<file path="config.mk">
export PLATFORM = sky130hd
export DESIGN_NAME = websocket_frame_deframer
export DESIGN_NICKNAME = d
export VERILOG_FILES = /design/src/rtl/core/wsd_pkg.sv /design/src/rtl/core/websocket_frame_deframer.sv /design/src/rtl/core/wsd_in_stage.sv /design/src/rtl/core/wsd_parser.sv /design/src/rtl/core/wsd_out_stage.sv
export SDC_FILE = /design/constraint.sdc
export NUM_CORES = 1
export LEC_CHECK = 0
export ABC_AREA = 0
export BUFFER_PORTS_ARGS = -buffer_cell sky130_fd_sc_hd__buf_2
export CAP_MARGIN = 25
export CORE_MARGIN = 2
export CORE_UTILIZATION = 60
export CTS_BUF_LIST = sky130_fd_sc_hd__clkbuf_2 sky130_fd_sc_hd__clkbuf_4 sky130_fd_sc_hd__clkbuf_8
export CTS_CLUSTER_SIZE = 40
export DETAILED_ROUTE_END_ITERATION = 12
export HOLD_SLACK_MARGIN = 0.05
export PLACE_DENSITY = 0.78
export SYNTH_ARGS = -nofsm -noshare
export SYNTH_HDL_FRONTEND = slang
export SYNTH_SLANG_ARGS = --single-unit
</file>
<file path="constraint.sdc">
create_clock -name clk -period 4.55 [get_ports clk]
set_input_delay 0.91 -clock clk [delete_from_list [all_inputs] [get_ports clk]]
set_output_delay 0.91 -clock clk [all_outputs]
set_load 0.01 [all_outputs]
</file>
<file path="src/rtl/core/wsd_pkg.sv">
// ----------------------------------------------------------------------------
// wsd_pkg
// Shared types and constants of the WebSocket frame deframer.
// ----------------------------------------------------------------------------
package wsd_pkg;

  typedef enum logic [4:0] {
    PH_FIRST   = 5'b00001,
    PH_SECOND  = 5'b00010,
    PH_EXTLEN  = 5'b00100,
    PH_MASK    = 5'b01000,
    PH_PAYLOAD = 5'b10000
  } phase_t;

  localparam logic [7:0]  OPCODE_MASK     = 8'b0000_1111;
  localparam logic [7:0]  MASK_BIT        = 8'b1000_0000;
  localparam logic [7:0]  LEN7_MASK       = 8'b0111_1111;
  localparam logic [6:0]  LEN7_EXT16      = 7'd126;
  localparam logic [6:0]  LEN7_EXT64      = 7'd127;
  localparam logic [3:0]  OPC_TEXT        = 4'd1;
  localparam logic [3:0]  EXT16_BYTES     = 4'd2;
  localparam logic [3:0]  EXT64_BYTES     = 4'd8;
  localparam logic [3:0]  KEY_BYTES       = 4'd4;
  localparam logic [15:0] MAX_PAYLOAD_RST = 16'd4096;

  typedef struct packed {
    logic [7:0]  payload_byte;
    logic        last_byte;
    logic [15:0] byte_count;
  } wsd_result_t;

endpackage

</file>
<file path="src/rtl/core/websocket_frame_deframer.sv">
// ----------------------------------------------------------------------------
// websocket_frame_deframer
// Receive-side WebSocket deframer delivering unmasked text-frame payload.
// ----------------------------------------------------------------------------
// Accepts one byte of the framed stream per clock unless in_stall is high,
// and delivers payload bytes of text frames, unmasked, through the input
// and result registers. Header, extended length and mask key bytes produce
// no output; bytes beyond max_payload and all bytes of other frame types are
// consumed silently. The rate is one item per cycle when not stalled, set by
// the single input register feeding the parser and the single result
// register; out_stall reaches in_stall in the same cycle once both registers
// are full. Write max_payload (cfg_data) only while no frame is in flight.
module websocket_frame_deframer (
  input  logic        clk,
  input  logic        rst_n,
  input  logic        in_valid,
  output logic        in_stall,
  input  logic [7:0]  in_raw_byte,
  output logic        out_valid,
  input  logic        out_stall,
  output logic [7:0]  out_payload_byte,
  output logic        out_last_byte,
  output logic [15:0] out_byte_count,
  input  logic        cfg_valid,
  output logic        cfg_ready,
  input  logic [15:0] cfg_data
);
  import wsd_pkg::*;

  logic        advance;
  logic        item_vld;
  logic [7:0]  item_byte;
  logic        res_vld;
  wsd_result_t res;
  logic [15:0] max_payload_r;

  assign cfg_ready = 1'b1;

  always_ff @(posedge clk) begin
    if (!rst_n) begin
      max_payload_r <= MAX_PAYLOAD_RST;
    end else if (cfg_valid && cfg_ready) begin
      max_payload_r <= cfg_data;
    end
  end

  wsd_in_stage u_in (
    .clk        (clk),
    .rst_n      (rst_n),
    .in_valid   (in_valid),
    .in_stall   (in_stall),
    .in_raw_byte(in_raw_byte),
    .advance    (advance),
    .item_vld   (item_vld),
    .item_byte  (item_byte)
  );

  wsd_parser u_parser (
    .clk        (clk),
    .rst_n      (rst_n),
    .item_vld   (item_vld),
    .item_byte  (item_byte),
    .max_payload(max_payload_r),
    .res_vld    (res_vld),
    .res        (res)
  );

  wsd_out_stage u_out (
    .clk             (clk),
    .rst_n           (rst_n),
    .res_vld         (res_vld),
    .res             (res),
    .advance         (advance),
    .out_valid       (out_valid),
    .out_stall       (out_stall),
    .out_payload_byte(out_payload_byte),
    .out_last_byte   (out_last_byte),
    .out_byte_count  (out_byte_count)
  );
endmodule

</file>
<file path="src/rtl/core/wsd_in_stage.sv">
// ----------------------------------------------------------------------------
// wsd_in_stage
// Input register: holds one raw byte until the parser can consume it.
// ----------------------------------------------------------------------------
module wsd_in_stage (
  input  logic       clk,
  input  logic       rst_n,
  input  logic       in_valid,
  output logic       in_stall,
  input  logic [7:0] in_raw_byte,
  input  logic       advance,
  output logic       item_vld,
  output logic [7:0] item_byte
);
  logic       vld_r;
  logic [7:0] byte_r;

  assign in_stall  = vld_r && !advance;
  assign item_vld  = vld_r && advance;
  assign item_byte = byte_r;

  always_ff @(posedge clk) begin
    if (!rst_n) begin
      vld_r <= 1'b0;
    end else if (!in_stall) begin
      vld_r <= in_valid;
    end
  end

  always_ff @(posedge clk) begin
    if (!in_stall && in_valid) begin
      byte_r <= in_raw_byte;
    end
  end
endmodule

</file>
<file path="src/rtl/core/wsd_parser.sv">
// ----------------------------------------------------------------------------
// wsd_parser
// Frame header decoder and payload unmasker; one byte per consumed item.
// ----------------------------------------------------------------------------
module wsd_parser (
  input  logic                 clk,
  input  logic                 rst_n,
  input  logic                 item_vld,
  input  logic [7:0]           item_byte,
  input  logic [15:0]          max_payload,
  output logic                 res_vld,
  output wsd_pkg::wsd_result_t res
);
  import wsd_pkg::*;

  phase_t      phase_r, phase_nxt;
  logic [3:0]  hidx_r, hidx_nxt;
  logic        text_r, text_nxt;
  logic        mask_r, mask_nxt;
  logic [31:0] key_r, key_nxt;
  logic [63:0] plen_r, plen_nxt;
  logic [63:0] pidx_r, pidx_nxt;

  logic [6:0]  len7;
  logic [63:0] ext_len;
  logic [3:0]  hidx_dec;
  logic [63:0] cnt;
  logic [7:0]  key_byte;
  logic        deliver;

  assign len7     = 7'(item_byte & LEN7_MASK);
  assign ext_len  = {plen_r[55:0], item_byte};
  assign hidx_dec = hidx_r - 4'd1;
  assign cnt      = pidx_r + 64'd1;
  // key byte 0 is the most significant byte of the shifted-in key
  assign key_byte = key_r[{~pidx_r[1:0], 3'b000} +: 8];
  assign deliver  = text_r && (pidx_r[63:16] == 48'd0) && (pidx_r[15:0] < max_payload);

  always_comb begin
    phase_nxt = phase_r;
    hidx_nxt  = hidx_r;
    text_nxt  = text_r;
    mask_nxt  = mask_r;
    key_nxt   = key_r;
    plen_nxt  = plen_r;
    pidx_nxt  = pidx_r;
    res_vld   = 1'b0;
    res       = '0;
    if (item_vld) begin
      case (phase_r)
        PH_SECOND: begin
          mask_nxt = (item_byte & MASK_BIT) != 8'd0;
          plen_nxt = 64'd0;
          if (len7 == LEN7_EXT16) begin
            phase_nxt = PH_EXTLEN;
            hidx_nxt  = EXT16_BYTES;
          end else if (len7 == LEN7_EXT64) begin
            phase_nxt = PH_EXTLEN;
            hidx_nxt  = EXT64_BYTES;
          end else begin
            plen_nxt = {57'd0, len7};
            pidx_nxt = 64'd0;
            if (mask_nxt) begin
              phase_nxt = PH_MASK;
              hidx_nxt  = KEY_BYTES;
            end else if (len7 == 7'd0) begin
              phase_nxt = PH_FIRST;
            end else begin
              phase_nxt = PH_PAYLOAD;
            end
          end
        end
        PH_EXTLEN: begin
          plen_nxt = ext_len;
          hidx_nxt = hidx_dec;
          if (hidx_dec == 4'd0) begin
            pidx_nxt = 64'd0;
            if (mask_r) begin
              phase_nxt = PH_MASK;
              hidx_nxt  = KEY_BYTES;
            end else if (ext_len == 64'd0) begin
              phase_nxt = PH_FIRST;
            end else begin
              phase_nxt = PH_PAYLOAD;
            end
          end
        end
        PH_MASK: begin
          key_nxt  = {key_r[23:0], item_byte};
          hidx_nxt = hidx_dec;
          if (hidx_dec == 4'd0) begin
            phase_nxt = (plen_r == 64'd0) ? PH_FIRST : PH_PAYLOAD;
          end
        end
        PH_PAYLOAD: begin
          if (deliver) begin
            res_vld          = 1'b1;
            res.payload_byte = item_byte ^ key_byte;
            res.last_byte    = (cnt == plen_r) ||
                               ((cnt[63:16] == 48'd0) && (cnt[15:0] == max_payload));
            res.byte_count   = cnt[15:0];
          end
          pidx_nxt = cnt;
          if (cnt == plen_r) begin
            phase_nxt = PH_FIRST;
          end
        end
        default: begin
          text_nxt  = 4'(item_byte & OPCODE_MASK) == OPC_TEXT;
          mask_nxt  = 1'b0;
          key_nxt   = 32'd0;
          plen_nxt  = 64'd0;
          pidx_nxt  = 64'd0;
          hidx_nxt  = 4'd0;
          phase_nxt = PH_SECOND;
        end
      endcase
    end
  end

  always_ff @(posedge clk) begin
    if (!rst_n) begin
      phase_r <= PH_FIRST;
      hidx_r  <= 4'd0;
      text_r  <= 1'b0;
      mask_r  <= 1'b0;
      key_r   <= 32'd0;
      plen_r  <= 64'd0;
      pidx_r  <= 64'd0;
    end else begin
      phase_r <= phase_nxt;
      hidx_r  <= hidx_nxt;
      text_r  <= text_nxt;
      mask_r  <= mask_nxt;
      key_r   <= key_nxt;
      plen_r  <= plen_nxt;
      pidx_r  <= pidx_nxt;
    end
  end
endmodule

</file>
<file path="src/rtl/core/wsd_out_stage.sv">
// ----------------------------------------------------------------------------
// wsd_out_stage
// Result register: holds one payload item until the downstream side takes it.
// ----------------------------------------------------------------------------
module wsd_out_stage (
  input  logic                 clk,
  input  logic                 rst_n,
  input  logic                 res_vld,
  input  wsd_pkg::wsd_result_t res,
  output logic                 advance,
  output logic                 out_valid,
  input  logic                 out_stall,
  output logic [7:0]           out_payload_byte,
  output logic                 out_last_byte,
  output logic [15:0]          out_byte_count
);
  import wsd_pkg::*;

  logic        vld_r;
  wsd_result_t res_r;

  // slot is free when empty or being emptied this cycle
  assign advance          = !vld_r || !out_stall;
  assign out_valid        = vld_r;
  assign out_payload_byte = res_r.payload_byte;
  assign out_last_byte    = res_r.last_byte;
  assign out_byte_count   = res_r.byte_count;

  always_ff @(posedge clk) begin
    if (!rst_n) begin
      vld_r <= 1'b0;
    end else if (advance) begin
      vld_r <= res_vld;
    end
  end

  always_ff @(posedge clk) begin
    if (advance && res_vld) begin
      res_r <= res;
    end
  end
endmodule

</file>
== Word level (Yosys, flattened, before mapping) ==
Index checks and enable logic that the tools add are counted.

* Add/sub/neg operators: 2
* Magnitude comparators: 1
* Equal/unequal tests: 15
* Shifts and indexed selects: 1
* Multiplexer cells: 29
* Bitwise gates (word level): 8
* Reduce and logical (&&, ||, !) cells: 31

{| class="wikitable"
|+ Operator list
! kind !! count
|-
| $mux 64 || 4
|-
| $pmux 64 s4 || 1
|-
| $pmux 64 s3 || 1
|-
| $logic_not 64->1 || 2
|-
| $logic_not 48->1 || 2
|-
| $add 64x1->64 const B || 1
|-
| $eq 64x64->1 || 1
|-
| $pmux 32 s2 || 1
|-
| $mux 5 || 10
|-
| $shiftx 32x6->8 || 1
|-
| $mux 4 || 5
|-
| $pmux 5 s4 || 1
|-
| $eq 16x16->1 || 1
|-
| $lt 16x16->1 || 1
|-
| $pmux 4 s4 || 1
|-
| $eq 7x7->1 const B || 2
|-
| $reduce_and 2->1 || 4
|-
| $xor 8x8->8 || 1
|-
| $logic_and 1x1->1 || 7
|-
| $logic_not 7->1 || 1
|-
| $mux 7 || 1
|-
| $ne 2x1->1 const B || 3
|-
| $not 1->1 || 6
|-
| $reduce_and 3->1 || 2
|-
| 19 further kinds || 27
|}

* Bits in registers: 222
* Output and inout port bits: 28
* Logic and storage cells: 101

== Depth between registers and ports, before layout ==
* Depth in word-level cells: 7
* Depth in mapped cells: 15
* Gate-level depth less buffers: 12

== Modules after synthesis ==
A second synthesis with hierarchy kept.

* Cells, all modules: 1715
* Area, all modules: 13812.0 um^2

{| class="wikitable"
|+ Modules (own cells, without submodules)
! module !! times used !! cells an instance !! area an instance (um^2)
|-
| wsd_parser || 1 || 1619 || 12101.6
|-
| wsd_out_stage || 1 || 30 || 792.0
|-
| websocket_frame_deframer || 1 || 53 || 624.3
|-
| wsd_in_stage || 1 || 13 || 294.0
|}

== Worst setup path after synthesis ==
OpenSTA, ideal clock, no wires.

* Path type: register -> register
* Start: reg u_parser.pidx_r[0]
* End: reg u_out.res_r, in the netlist u_out.out_byte_count[0], enable pin
* Arrival time: 3012 ps
* Path slack: 1158 ps
* Stages on the path, launching flop included: 16
* Buffers on the path: 3
* Clock period less this slack: 3392 ps
* Path through: dfxtp_1 buf_4 clkbuf_1 inv_1 ha_1 nor2b_1 o21a_1 o21a_1 o21a_1 o21a_1 o21a_1 o211ai_1 a211o_1 nand4_1 clkbuf_1 inv_1

* Longest elaborated chain between the ends: 6

{| class="wikitable"
|+ RTL lines
! item !! line !! RTL
|-
| start, declared || wsd_parser.sv:22 || <nowiki>logic [63:0] pidx_r, pidx_nxt;</nowiki>
|-
| start signal, assigned || wsd_parser.sv:137 || <nowiki>pidx_r <= pidx_nxt;</nowiki>
|-
| $lt 16x16->1 || wsd_parser.sv:37 || <nowiki>assign deliver = text_r && (pidx_r[63:16] == 48'd0) && (pidx_r[15:0] < max_payload);</nowiki>
|-
| $logic_and 1x1->1 || wsd_parser.sv:37 ||
|-
| $mux 1 || wsd_parser.sv:96 || <nowiki>if (deliver) begin</nowiki>
|-
| $mux 1 || wsd_parser.sv:50 || <nowiki>case (phase_r)</nowiki>
|-
| $mux 1 || wsd_parser.sv:49 || <nowiki>if (item_vld) begin</nowiki>
|-
| $logic_and 1x1->1 || wsd_out_stage.sv:38 || <nowiki>if (advance && res_vld) begin</nowiki>
|-
| end signal, assigned || wsd_out_stage.sv:39 || <nowiki>res_r <= res;</nowiki>
|-
| end, declared || wsd_out_stage.sv:20 || <nowiki>wsd_result_t res_r;</nowiki>
|}

No other way between the ends.
A chain may end at the register's enable or synchronous reset.

== Worst setup path in the final report ==
* Start: reg u_parser.pidx_r[0]
* End: reg u_parser.phase_r[4]

* Longest elaborated chain between the ends: 4

{| class="wikitable"
|+ RTL lines
! item !! line !! RTL
|-
| $add 64x1->64 || wsd_parser.sv:34 || <nowiki>assign cnt = pidx_r + 64'd1;</nowiki>
|-
| $eq 64x64->1 || wsd_parser.sv:104 || <nowiki>if (cnt == plen_r) begin</nowiki>
|-
| $ne 2x1->1 (no source line) || -- ||
|-
| $reduce_and 4->1 (no source line) || -- ||
|-
| end signal, assigned || wsd_parser.sv:131 || <nowiki>phase_r <= phase_nxt;</nowiki>
|-
| end, declared || wsd_parser.sv:16 || <nowiki>phase_t phase_r, phase_nxt;</nowiki>
|}

No other way between the ends.

==> qor.yml <==
layout:
  num_antenna_cells: 0
  drive_gt1_frac: 0.133
  area_delta_synth_final_pct: 9.72
  fin_nets: 1768
cts:
  worst_skew_pair.late_latency_ns: 0.57
  post_cts_resized: 0
  cts.hold.buffers_added: 0
  clockBufferDepth: 3
  cts_tree: "built"
  clk_pin_slew_worst_paths_ns: 0.06
  clkSinkCount: 222
  htreeDepth: 2
  tritoncts.num_buffers: 38
  postCtsSetupBuffers: 0
  root_buffer: "clkbuf_8"
worst_hold_path:
  worstHoldPathCells: 2
  min_to: "u_parser.key_r[25]"
  hp-class: "flop to flop"
  min_from: "u_parser.key_r[25]"
yosys:
  synth-edff-count: 33
  yosysTopAreaCellShare: 0.270
  yosys.area.top_type: "dfxtp_1"
  synthTopCellsByCount: "dfxtp_1, nand2_1, nand3_1"
  seq_area_frac_synth: 0.341
  syn-cell-area_mm2: 0.0140
  synthCells: 1705
  yosys_most_used_dff: "dfxtp_1"
  ys_ff_latch: 222
  synthTopCellsByArea: "dfxtp_1, edfxtp_1, a21boi_0, xnor2_1, nand3_1"
  synth.distinct_cells: 82
  syn-num-nets: 1753
  yosysWarnings: 0
  yosysMostFrequentCell: "dfxtp_1"
  postSynthAreaPerCell_um2: 8.21
  synthArstFlopShare: 0
setup_path:
  path_max_fanout: 17
  critPathCaptureType: "flop"
  r2r_slack_ns: 0.24
  worstPathRequired_ns: 4.99
  critical_path_class: "flop to flop"
  rr_worst_depth: 11
  critPathLaunchType: "flop"
  r2r-end: "u_parser.phase_r[4]"
  r2r-start: "u_parser.pidx_r[0]"
  worstPathArrival_ns: 4.75
sta:
  clock_skew_ns: 0.0277
  slew_viol_final: 0
  worstMarginPinSlew_ns: 1.01
  rsz0062_at_grt: "false"
  period_needed_ns: 4.31
  min_period_over_period: 0.947
  fin_ws_ns: 0.241
  hold_viol_final: 0
  max_slew_margin: 0.306
  setup_viol: 0
  fin_setup_tns_ns: 0
  fmax_ghz: 0.232
power:
  cellPowerDensity_mw_per_mm2: 269
  p_leak_nw: 5.55
  peakVddDrop_mv: 0.294
  finalPower_mw: 4.13
floorplanning:
  core_area_mm2: 0.0228
  start_util: 0.615
  dieArea_mm2: 0.0246
  die_h_um: 157
  ioPinCount: 57
  fp-row-count: 55
  die_w_um: 157
global_route:
  antenna_found_initial: 1
  grt_max_degree: 107
  grt_use_total: 0.397
  grt_pass1_wl_um: 74500
  grt_pass1_vias: 12600
  grt_overflow: 0
route:
  vias: 13400
  antenna_left: 0
  drcViolationCount: 0
  via_per_inst: 6.52
  wl_per_cell_um: 23.5
  routed_wl_um: 48300
  drtIter0Drc: 1637
  first_pass_iters: 6
placed_design:
  post-place-ws_ns: 0.344
  placement.io_buffers: 55
  place.gp.congestion: 1.05
  dp_hpwl_um: 35700
run_status:
  status: "complete, no violations"
job:
  cap_violations: 0
==> cells by family (layout without fill, tap and decap cells) <==
| logic type | count (synthesis) | count (layout) | share of synthesized area |
|---|---|---|---|
| xor gates and xnor gates | 132 | 132 | 0.0955 |
| DFF | 222 | 222 | 0.341 |
| other | 1 | 1 | 0.000268 |
| adders and majority gates | 19 | 19 | 0.0170 |
| muxes | 31 | 31 | 0.0294 |
| and+or+nand+nor | 770 | 770 | 0.293 |
| AOI/OAI and AO/OA | 345 | 345 | 0.167 |
| buffers and inverters | 185 | 226 | 0.0564 |
==> final cells by class <==
type | count | area (um2)
Inverter | 33 | 124
Multi-Input combinational cell | 1298 | 8480
Sequential cell | 222 | 4770
Clock inverter | 15 | 144
Fill cell | 1856 | 7410
Timing Repair Buffer | 127 | 831
Clock buffer | 51 | 627
Tap cell | 313 | 392
==> power by group <==
part           switching [mW]  internal (mW)
Clock                   0.875           1.02
Sequential             0.0250           2.01
Combinational           0.118         0.0772
==> per-layer routing <==
metal	up-vias	share of wire	global-route usage
met1	6435	0.42	0.558
li1	6148	-	-
met3	114	0.11	0.0906
met5	-	0	0
met4	0	0.037	0.156
met2	726	0.43	0.591
==> flip-flops by register name, summed over array words and instances (netlist names) <==
register	cells
u_parser.pidx_r	64
max_payload_r	16
u_out.out_payload_byte	8
u_parser.phase_r	5
u_in.item_byte	8
u_out.out_byte_count	16
u_parser.text_r	1
u_parser.key_r	32
u_out.out_valid	1
u_parser.mask_r	1
u_out.out_last_byte	1
u_in.vld_r	1
u_parser.hidx_r	4
u_parser.plen_r	64
==> how the worst max path moves through the flow <==
stage	startpoint	to	slack (ns)
6_report	u_parser.pidx_r[0]	u_parser.phase_r[4]	0.24
5_1_grt	u_parser.pidx_r[0]	u_out.out_last_byte	0.03
4_1_cts	u_parser.pidx_r[0]	u_out.out_last_byte	0.26
3_5_place_dp	u_parser.pidx_r[0]	u_out.out_last_byte	0.34
3_3_place_gp	u_parser.pidx_r[0]	u_parser.phase_r[4]	0.26
2_1_floorplan	u_parser.pidx_r[0]	u_out.out_byte_count[0]	1.16
==> stage by stage <==
step	hold slack (ns)	util	area, um2	std cells
after floorplan	0.438	-	14000	1705
after global placement	0.444	0.641	14600	1993
after detailed placement	0.460	0.641	14600	1993
after CTS	0.469	0.674	15400	2059
after global routing	0.498	0.675	15400	2059
final	0.467	0.675	15400	2059
==> worst max-delay path: stages, from the launching register on <==
cell      delay [ns]
dfxtp_1         0.34
buf_4           0.28
and4_1          0.39
nand4_4         0.37
nor3_2          0.64
nand3_1         0.36
a211o_1         0.36
nand4b_1        0.25
nor4_1          0.34
nand4_1         0.30
and3_1          0.30
or2_1           0.22
==> cells in the final DEF, fill, tap and decap left out, types with 12 or more instances in the layout <==
master | Yosys | routed
xnor2_1 | 81 | 81
clkbuf_4 | 0 | 12
nor3_1 | 50 | 49
edfxtp_1 | 33 | 33
buf_2 | 21 | 54
and3_1 | 33 | 33
buf_4 | 18 | 72
nor2_1 | 110 | 108
a21oi_1 | 53 | 53
ha_1 | 19 | 19
o21ai_0 | 69 | 69
nor4_1 | 48 | 47
o21a_1 | 12 | 12
nand3_1 | 141 | 140
or3_1 | 23 | 22
mux2i_1 | 22 | 22
nand4_1 | 47 | 47
and4_1 | 14 | 14
a21boi_0 | 120 | 120
inv_1 | 33 | 33
xor2_1 | 38 | 38
clkbuf_8 | 0 | 39
a22oi_1 | 12 | 12
dfxtp_1 | 189 | 189
nor2b_1 | 52 | 52
and2_1 | 20 | 20
a21o_1 | 12 | 12
nand2_1 | 169 | 169
No activity file was read; power rests on OpenSTA's default activity.
